`config.mk`:
```
export PLATFORM = sky130hd
export DESIGN_NAME = npc_cell
export DESIGN_NICKNAME = d
export VERILOG_FILES = /design/src/npc_pkg.sv /design/src/npc_cell.sv
export SDC_FILE = /design/constraint.sdc
export NUM_CORES = 1
export LEC_CHECK = 0
export BUFFER_PORTS_ARGS = -buffer_cell sky130_fd_sc_hd__buf_4
export CAP_MARGIN = 20
export CORE_ASPECT_RATIO = 0.9
export CORE_MARGIN = 2
export CORE_UTILIZATION = 60
export DETAILED_ROUTE_END_ITERATION = 8
export PLACE_DENSITY = 0.78
export SLEW_MARGIN = 20
export SYNTH_ARGS = -nofsm -noshare
export SYNTH_HDL_FRONTEND = slang
export SYNTH_SLANG_ARGS = --single-unit
```
`constraint.sdc`:
```
create_clock -name clk -period 8.64 [get_ports clk]
set_input_delay 1.728 -clock clk [delete_from_list [all_inputs] [get_ports clk]]
set_output_delay 1.728 -clock clk [all_outputs]
set_load 0.05 [all_outputs]
```
`src/npc_pkg.sv`:
```
`timescale 1ns / 1ps

package npc_pkg;

  localparam int ROM_DEPTH = 23;
  localparam int CHAN_W    = 8;
  localparam int IDX_W     = 5;
  localparam int SQ_W      = 2 * CHAN_W;
  localparam int DIST_W    = 18;
  localparam int COLOR_W   = 3 * CHAN_W;

  // packed as 0xRRGGBB
  localparam logic [COLOR_W-1:0] PALETTE [ROM_DEPTH] = '{
    24'hFFFFFF, 24'hC8C8C8, 24'h969696,
    24'h646464, 24'h323232, 24'h000000,
    24'hFF0000, 24'hC83232, 24'h964B4B,
    24'h00FF00, 24'h32C832, 24'h4B964B,
    24'h0000FF, 24'h3232C8, 24'h4B4B96,
    24'hFFFF00, 24'hFFA500, 24'h8B4513,
    24'h228B22, 24'h0080FF, 24'h800080,
    24'hFAF0BE, 24'hD2B48C
  };

  // one beat travelling down the chain: the pixel and the best entry so far
  typedef struct packed {
    logic              valid;
    logic [CHAN_W-1:0] red;
    logic [CHAN_W-1:0] green;
    logic [CHAN_W-1:0] blue;
    logic [IDX_W-1:0]  idx;
    logic [DIST_W-1:0] distance;
  } beat_t;

  function automatic logic [COLOR_W-1:0] palette_color(input logic [IDX_W-1:0] idx);
    logic [COLOR_W-1:0] c;
    c = '0;
    for (int i = 0; i < ROM_DEPTH; i++) begin
      if (idx == IDX_W'(i)) begin
        c = PALETTE[i];
      end
    end
    return c;
  endfunction

endpackage

```
`src/npc_cell.sv`:
```
`timescale 1ns / 1ps

module npc_cell import npc_pkg::*; #(
  parameter int ENTRY = 0
) (
  input  logic  clk,
  input  logic  rst,
  input  beat_t beat_in,
  output beat_t beat_out
);

  localparam logic [COLOR_W-1:0] COLOR = PALETTE[ENTRY];
  localparam logic [CHAN_W-1:0]  C_RED   = COLOR[3*CHAN_W-1:2*CHAN_W];
  localparam logic [CHAN_W-1:0]  C_GREEN = COLOR[2*CHAN_W-1:CHAN_W];
  localparam logic [CHAN_W-1:0]  C_BLUE  = COLOR[CHAN_W-1:0];

  function automatic logic [CHAN_W-1:0] abs_diff(input logic [CHAN_W-1:0] a,
                                                 input logic [CHAN_W-1:0] b);
    logic [CHAN_W:0] d;
    d = {1'b0, a} - {1'b0, b};
    if (d[CHAN_W]) begin
      d = -d;
    end
    return d[CHAN_W-1:0];
  endfunction

  // stage one: squared channel differences
  beat_t           held;
  logic [SQ_W-1:0] sq_red, sq_green, sq_blue;
  logic [CHAN_W-1:0] d_red, d_green, d_blue;

  always_comb begin
    d_red   = abs_diff(beat_in.red, C_RED);
    d_green = abs_diff(beat_in.green, C_GREEN);
    d_blue  = abs_diff(beat_in.blue, C_BLUE);
  end

  always_ff @(posedge clk) begin
    if (rst) begin
      held.valid <= 1'b0;
    end else begin
      held.valid <= beat_in.valid;
    end
    held.red      <= beat_in.red;
    held.green    <= beat_in.green;
    held.blue     <= beat_in.blue;
    held.idx      <= beat_in.idx;
    held.distance <= beat_in.distance;
    sq_red        <= SQ_W'(d_red) * SQ_W'(d_red);
    sq_green      <= SQ_W'(d_green) * SQ_W'(d_green);
    sq_blue       <= SQ_W'(d_blue) * SQ_W'(d_blue);
  end

  // stage two: sum and keep the strictly smaller distance; entry zero always takes its own
  logic [DIST_W-1:0] cand_dist;
  logic              take;
  beat_t             beat_next;

  always_comb begin
    cand_dist = DIST_W'(sq_red) + DIST_W'(sq_green) + DIST_W'(sq_blue);
    take = (ENTRY == 0) || (cand_dist < held.distance);
    beat_next = held;
    if (take) begin
      beat_next.idx      = IDX_W'(ENTRY);
      beat_next.distance = cand_dist;
    end
  end

  always_ff @(posedge clk) begin
    if (rst) begin
      beat_out.valid <= 1'b0;
    end else begin
      beat_out.valid <= beat_next.valid;
    end
    beat_out.red      <= beat_next.red;
    beat_out.green    <= beat_next.green;
    beat_out.blue     <= beat_next.blue;
    beat_out.idx      <= beat_next.idx;
    beat_out.distance <= beat_next.distance;
  end

endmodule

```
# Word level (Yosys, flattened, before mapping)
# Cells that the tools add are included.
# totals
register_bits,116
in_bits,50
word_cells,26
out_inout_bits,48
# classes
addsub,8
muxes,3
n_mul,3
# ops
op,count
8-bit by 8-bit multiplier with 16-bit output,3
"8-bit by 8-bit subtractor with 9-bit output, second input constant",3
8-bit two-way mux,3
8-bit negation,3
17-bit by 16-bit adder with 18-bit output,1
16-bit by 16-bit adder with 17-bit output,1

# Depth between registers and ports, before layout
# Gate-level depths: netlist of run 1.
# depth
word_depth,4
mapped_depth,27
mapped_depth_nobuf,26

# Worst setup path after synthesis of run 1
# No wires, ideal clock.
# synth_timing
kind,input port to flip-flop
start,input port beat_in[31] (netlist name)
end,register sq_green[13]
path_buffers,1
required_time_ns,8.568
cell_stages,23
arrival_time_ns,6.917
setup_ns,0.072
path_slack_ns,1.651
cell_sequence,buf_2 > inv_1 > ha_1 > nor2_1 > o211a_1 > nand3_1 > xor2_1 > a221oi_4 > or2_2 > fa_1 > inv_1 > fa_1 > fa_1 > inv_1 > fa_1 > inv_1 > ha_1 > a21o_1 > a31o_2 > a21oi_1 > o21bai_1 > a21oi_1 > xnor2_1
# synth_between
elab_chain_cells,4
# synth_lines
item,line,rtl
"start, declared",npc_cell.sv:8,"input beat_t beat_in,"
8-bit by 8-bit subtractor with 9-bit output (*),npc_cell.sv:20,"d = {1'b0, a} - {1'b0, b};"
8-bit negation,npc_cell.sv:22,d = -d;
8-bit two-way mux (*),npc_cell.sv:21,if (d[CHAN_W]) begin
8-bit by 8-bit multiplier with 16-bit output (*),npc_cell.sv:50,sq_green <= SQ_W'(d_green) * SQ_W'(d_green);
"end signal, assigned",npc_cell.sv:50,
"end, declared",npc_cell.sv:29,"logic [SQ_W-1:0] sq_red, sq_green, sq_blue;"
# Mark *: on every way between the ends. The rest lies on a longest branch, timed or not.
# A chain may end at the register's enable or synchronous reset.

# Worst setup path after layout of run 1
# layout_timing
start,input port beat_in[23] (netlist name)
end,register sq_blue[15]
# layout_between
elab_chain_cells,4
# layout_lines
item,line,rtl
8-bit by 8-bit subtractor with 9-bit output (*),npc_cell.sv:20,
8-bit negation,npc_cell.sv:22,
8-bit two-way mux (*),npc_cell.sv:21,
8-bit by 8-bit multiplier with 16-bit output (*),npc_cell.sv:51,sq_blue <= SQ_W'(d_blue) * SQ_W'(d_blue);
"end signal, assigned",npc_cell.sv:51,
"end, declared",npc_cell.sv:29,
# Marks and branches as above.

==> results.py, run 1 <==
metrics = {
    "critical_path": {
        "path_class": "input port to flip-flop",
        "cp_common_cell": "inv_1",
        "required_ns": 8.94,
        "critPathTopFamily": "adder cells",
        "crit_fanout": 19,
        "cpPeakStageDelay_ns": 0.54,
        "worstSetupEndpointType": "flip-flop",
        "arrival_ns": 7.55,
        "start_kind": "input port",
        "crit_path_top_delay_cell": "fa_1",
        "path_buf_inv": 6,
    },
    "place": {
        "gp_congestion": 0.864,
        "place_hpwl_mm": 12.9,
        "io_buffers": 69,
        "place_area_um2": 9820,
        "dp_slack_ns": 0.988,
    },
    "finish": {
        "seq_area_um2": 2260,
        "nets": 1285,
        "design_area_um2": 10400,
        "multi_input_area_um2": 6200,
        "antenna_cells": 0,
        "syn_to_final_growth_pct": 14.0,
        "drive_gt1_frac": 0.123,
        "fillCellCount": 1121,
    },
    "timing": {
        "finalSetupViolCount": 0,
        "rsz0062_at_grt": "no",
        "max_slew_margin": 0.420,
        "tightest_slew_ns": 0.864,
        "finalSetupTns_ns": 0,
        "slew_violations": 0,
        "worst_hold_slack_ns": 0.321,
        "min_period_over_period": 0.839,
        "finalHoldViolations": 0,
        "worst_slack_ns": 1.39,
        "fin_skew_ns": 0.00736,
        "fin_crit_ns": 7.25,
        "fmax_ghz": 0.138,
    },
    "run_status": {
        "status": "finished clean",
    },
    "clocking": {
        "cts_sinks": 113,
        "cts_tree": "yes",
        "root_buffer": "clkbuf_16",
        "clk_path_buf_depth": 2,
        "clk_pin_slew_ns": 0.06,
        "post_cts_resized": 0,
        "htreeDepth": 4,
        "hold_buffers": 0,
        "cts_buffers": 17,
        "post_cts_buffers": 0,
        "clk_latency_ns": 0.41,
    },
    "die": {
        "num_rows": 42,
        "start_util": 0.617,
        "dieArea_um2": 16300,
        "ios": 98,
        "die_x_um": 134,
        "coreArea_um2": 14800,
        "die_h_um": 121,
    },
    "run": {
        "maxCapViolations": 0,
    },
    "detailed_routing": {
        "ant_nets": 0,
        "drcViolationCount": 0,
        "wire_per_inst_um": 13.5,
        "drt-pass1-iter-count": 6,
        "wl_mm": 16.8,
        "viasPerCell": 5.23,
        "vias": 6518,
        "drt_iter0_drc": 377,
    },
    "yosys": {
        "async_flop_share": 0,
        "synth-main-ff-cell": "dfxtp_1",
        "synth_cell_types": 75,
        "netlist_area_um2": 9150,
        "ys_warn_count": 0,
        "syn_inst": 961,
        "syn_avg_cell_area_um2": 9.52,
        "synth-edff-count": 0,
        "ys_ff_latch": 113,
        "synth-seq-area-share": 0.247,
    },
    "global_route": {
        "grt_max_degree": 20,
        "grt_pass1_vias": 6337,
        "track_usage": 0.221,
        "grt_pass1_wl_mm": 28.8,
        "antenna_found_initial": 0,
        "overflow": 0,
    },
    "pwr": {
        "p_leak_uw": 0.00522,
        "ir_drop_v": 0.000305,
        "power_density_nw_per_um2": 432,
    },
    "worst_hold_path": {
        "hold_path.class": "flip-flop to flip-flop",
    },
}
==> power by group <==
group / internal (uW) / total [uW] / switching, uW
sequential: 719 / 781 / 62.0
combinational: 1290 / 3010 / 1720
clock: 457 / 719 / 262
total: 2470 / 4510 / 2040
==> layout by cell type, fill, tap and decap left out, drive strengths merged, types with 3 or more instances in the layout <==
master,Yosys,routed
clkbuf,9,18
fa,89,89
a31oi,8,8
nand2,38,38
xor2,26,26
nor2b,10,10
a31o,3,3
or2,10,10
xnor2,60,60
ha,111,111
mux2,3,3
nand2b,12,12
a21oi,51,51
bufinv,0,3
nor3b,3,3
o22ai,3,3
clkinvlp,0,6
nand3,20,20
buf,19,71
mux2i,8,8
and3,9,9
and2,7,7
conb,2,14
o21ai,20,20
nor2,94,94
inv,154,157
nor3,5,5
nand3b,4,4
dfxtp,113,113
a21o,20,20
o21bai,11,11
a221oi,3,3
nand4,4,4
==> flip-flops by register name, indices dropped and copies added (netlist names) <==
signal and count:
beat_out 43, beat_next 25, sq_blue 15, sq_green 15, sq_red 15
==> layer usage <==
layer / GRT usage / vias to the layer above / wire length, um
met5: 0 / - / 0
met4: 0.0730 / 0 / 271
met3: 0.0459 / 25 / 710
met2: 0.371 / 152 / 8270
met1: 0.288 / 3096 / 7520
li1: - / 3245 / -
==> cells in the mapped netlist (all sizes together) (3+ instances only) <==
master  number  area share
o21ai       20       0.011
a21o        20       0.016
or2         10      0.0071
fa          89        0.19
dfxtp      113        0.25
buf         19       0.013
ha         111        0.15
o21bai      11      0.0090
nor3b        3      0.0025
mux2         3      0.0041
nand4        4      0.0027
and3         9      0.0062
xor2        26       0.027
a31oi        8      0.0071
inv        154       0.063
a221oi       3      0.0048
nand2       38       0.016
a31o         3      0.0029
nand3       20       0.011
nor2b       10      0.0068
nand3b       4      0.0033
xnor2       60       0.062
nor3         5      0.0027
nand2b      12      0.0082
clkbuf       9      0.0038
o22ai        3      0.0027
a21oi       51       0.028
mux2i        8      0.0088
nor2        94       0.040
and2         7      0.0048
==> logic make-up (layout without fill, tap and decap cells) <==
kind of cell	after synthesis	after routing	synth area share
XOR/XNOR	86	86	0.0889
AO/OA/AOI/OAI	145	145	0.106
adder cells (fa/ha/maj)	200	200	0.347
flip-flops	113	113	0.247
multiplexers	11	11	0.0129
buffers and inverters	182	257	0.0803
AND/OR/NAND/NOR	222	222	0.117
other	2	14	0.000821
==> stage by stage <==
step	utilization	cells	total power, uW
2_1_floorplan	-	973	3150
3_3_place_gp	0.662	1214	3700
3_5_place_dp	0.662	1214	3790
4_1_cts	0.704	1246	4540
5_1_grt	0.704	1246	4940
6_report	0.704	1246	4510
==> worst register-to-register path: stages (launching register included) <==
cell and delay, ns:
dfxtp_1 0.32, fa_1 0.48, ha_1 0.22, a21o_1 0.15, a21oi_1 0.22, o21bai_1 0.11, a21oi_1 0.42, o211ai_1 0.19
a21oi_1 0.36, mux2i_1 0.24, o2111ai_1 0.13
==> path summary, 6_finish.rpt <==
kind	endpoint	slack, ns	from	cells after the start
max	sq_blue[15]	1.39	beat_in[23]	27
min	beat_out[31]	0.32	beat_next[31]	0
max reg2reg	beat_out[15]	5.68	sq_red[3]	10
min reg2reg	beat_out[31]	0.32	beat_next[31]	0
==> area by class of cell <==
cell class	instances	share of cell area
inverters	154	0.0554
repair buffers	71	0.0511
clock buffers	18	0.0412
flip-flops and latches	113	0.217
well taps	198	0.0238
clock inverters	14	0.0174
multi-input cells	678	0.594
No activity file was read; power rests on OpenSTA's default activity.
==> run 2: changes to the inputs <==
CORE_UTILIZATION = 55   (was 60)
PLACE_DENSITY = 0.75   (was 0.78)
clock period = 5.9 ns   (was 8.64 ns; I/O delays follow)
==> run 2 against run 1 <==
Effect of this change:
- the run now ends with negative setup slack left
- count of clock-buffer cells in the layout stayed put
- design area is 21% higher
- non-clock buffer count is 193 higher
- sequential cell count stayed put
==> results.py, run 2 (same netlist as run 1, synthesis figures left out) <==
metrics = {
    "run_status": {
        "status": "complete, but fails checks",
        "violations": "negative setup slack",
    },
    "detailed_routing": {
        "vias": 7487,
        "drt-pass1-iter-count": 6,
        "wl_mm": 21.6,
        "drcViolationCount": 0,
        "viasPerCell": 5.17,
        "wire_per_inst_um": 14.9,
        "ant_nets": 0,
        "drt_iter0_drc": 369,
    },
    "critical_path": {
        "path_class": "input port to flip-flop",
        "r2r_slack_ns": 2.90,
        "path_buf_inv": 4,
        "path_depth": 23,
        "cp-startpoint": "beat_in[32]",
        "cp-endpoint": "sq_green[13]",
        "r2r_start": "sq_red[3]",
        "rr_endpoint": "beat_out[15]",
        "worstSetupEndpointType": "flip-flop",
        "cpPeakStageDelay_ns": 0.56,
        "path_cells": "buf_6, ha_4, or2_4, a21boi_2, o22ai_2, nand4_1, xor2_1, mux2_4, or2_4, fa_1, inv_2, fa_2, inv_2, fa_2, fa_1, inv_1, ha_2, a21o_1, a31o_2, a21oi_2, o21bai_1, a21oi_1, xnor2_1",
        "crit_fanout": 4,
        "critPathTopFamily": "adder cells",
        "required_ns": 6.23,
        "crit_path_top_delay_cell": "fa_2",
        "reg2reg_depth": 10,
        "start_kind": "input port",
        "arrival_ns": 6.24,
    },
    "timing": {
        "min_period_over_period": 1.00,
        "rsz0062_at_grt": "yes",
        "finalHoldViolations": 0,
        "worst_slack_ns": -0.0104,
        "finalSetupViolCount": 1,
        "tightest_slew_ns": 0.500,
        "fin_skew_ns": 0.00903,
        "fin_crit_ns": 5.91,
        "fmax_ghz": 0.169,
        "max_slew_margin": 0.663,
        "slew_violations": 0,
        "worst_hold_slack_ns": 0.322,
    },
    "global_route": {
        "grt_use_met2": 0.437,
        "track_usage": 0.245,
        "grt_max_degree": 17,
        "grt_pass1_wl_mm": 35.3,
        "grt_use_met1": 0.298,
        "grt_pass1_vias": 7819,
        "grt-busiest-layer": "met2",
        "grt_use_met3": 0.0498,
        "overflow": 0,
        "antenna_found_initial": 1,
    },
    "finish": {
        "drive_gt1_frac": 0.351,
        "fillCellCount": 1009,
        "antenna_cells": 0,
        "regMostFlops": "beat_out",
        "mostFrequentLayoutCells": "buf_4, inv_1, dfxtp_1",
        "largest_reg_flops": 43,
        "syn_to_final_growth_pct": 38.1,
        "final_common_cell": "buf_4",
        "nets": 1478,
        "postLayoutCoreUtil": 0.780,
    },
    "place": {
        "io_buffers": 69,
        "gp_congestion": 0.832,
        "place_hpwl_mm": 15.5,
    },
    "die": {
        "die_h_um": 126,
        "num_rows": 44,
        "dieArea_um2": 17700,
        "coreArea_um2": 16200,
        "ios": 98,
        "start_util": 0.565,
        "die_x_um": 140,
    },
    "pwr": {
        "ir_drop_v": 0.000547,
        "power_density_nw_per_um2": 643,
        "p_leak_uw": 0.00630,
    },
    "clocking": {
        "root_buffer": "clkbuf_16",
        "clk_latency_ns": 0.42,
        "cts_tree": "yes",
        "htreeDepth": 4,
        "clk_pin_slew_ns": 0.06,
        "hold_buffers": 0,
        "clk_path_buf_depth": 2,
        "cts_sinks": 113,
        "cts_buffers": 17,
    },
    "worst_hold_path": {
        "hold_path.class": "flip-flop to flip-flop",
    },
    "run": {
        "maxCapViolations": 0,
    },
}
## run 2: changes by cell type in the layout (fill, tap and decap cells not counted), sizes merged
cell	previous run	this run
clkinvlp	6	4
clkinv	2	3
bufinv	3	4
buf	71	264
## run 2: per-layer routing
metal / up-vias / wire [um]
met5: - / 13
met4: 2 / 446
met3: 51 / 925
met2: 190 / 11300
met1: 3614 / 8900
li1: 3630 / -
## run 2: layout make-up
cell class / count / area [um^2] / share of cell area
multi-input combinational: 678 / 6850 / 0.543
sequential: 113 / 2260 / 0.179
clock buffer: 18 / 439 / 0.0348
timing repair buffer: 264 / 2030 / 0.161
inverter: 154 / 581 / 0.0460
tap: 207 / 259 / 0.0205
clock inverter: 14 / 205 / 0.0162
## run 2: power breakdown
group / internal (uW) / switching [uW] / total (uW)
clock: 724 / 394 / 1120
combinational: 2730 / 3120 / 5860
sequential: 1050 / 95.1 / 1150
## run 2: what timing repair did
item,4_1_cts,5_1_grt
pin swaps,8,74
resized for setup,16,77
buffers inserted,2,13
endpoints found under the setup margin,8,17
## run 2: worst min path at each step
stage | startpoint | endpoint | slack [ns] | depth (start not counted)
floorplan | beat_next[23] | beat_out[23] | 0.31 | 0
global placement | beat_next[34] | beat_out[34] | 0.31 | 0
detailed placement | beat_next[28] | beat_out[28] | 0.31 | 0
CTS | beat_next[44] | beat_out[44] | 0.32 | 0
global route | beat_next[44] | beat_out[44] | 0.33 | 0
finish | beat_next[44] | beat_out[44] | 0.32 | 0
## run 2: worst register-to-register path, cell delays in order, from the launching register on
cell       delay (ns)
dfxtp_1          0.32
fa_1             0.48
ha_1             0.23
a21o_1           0.17
a21oi_1          0.23
o21bai_1         0.11
a21oi_1          0.39
o211ai_1         0.20
a21oi_1          0.35
mux2i_1          0.23
o2111ai_1        0.14
## run 2: per-stage QoR
step                area [um^2]  instances  power, uW  setup TNS, ns  worst slack (ns)
floorplan                  9530        973       4780         -0.126            -0.110
CTS                       12200       1436       7750              0           0.00858
global placement          11500       1402       6260          -4.51            -0.416
finish                    12600       1448       8120        -0.0104           -0.0104
global route              12600       1448       8810         -0.816            -0.168
detailed placement        11500       1402       6470          -6.96            -0.612
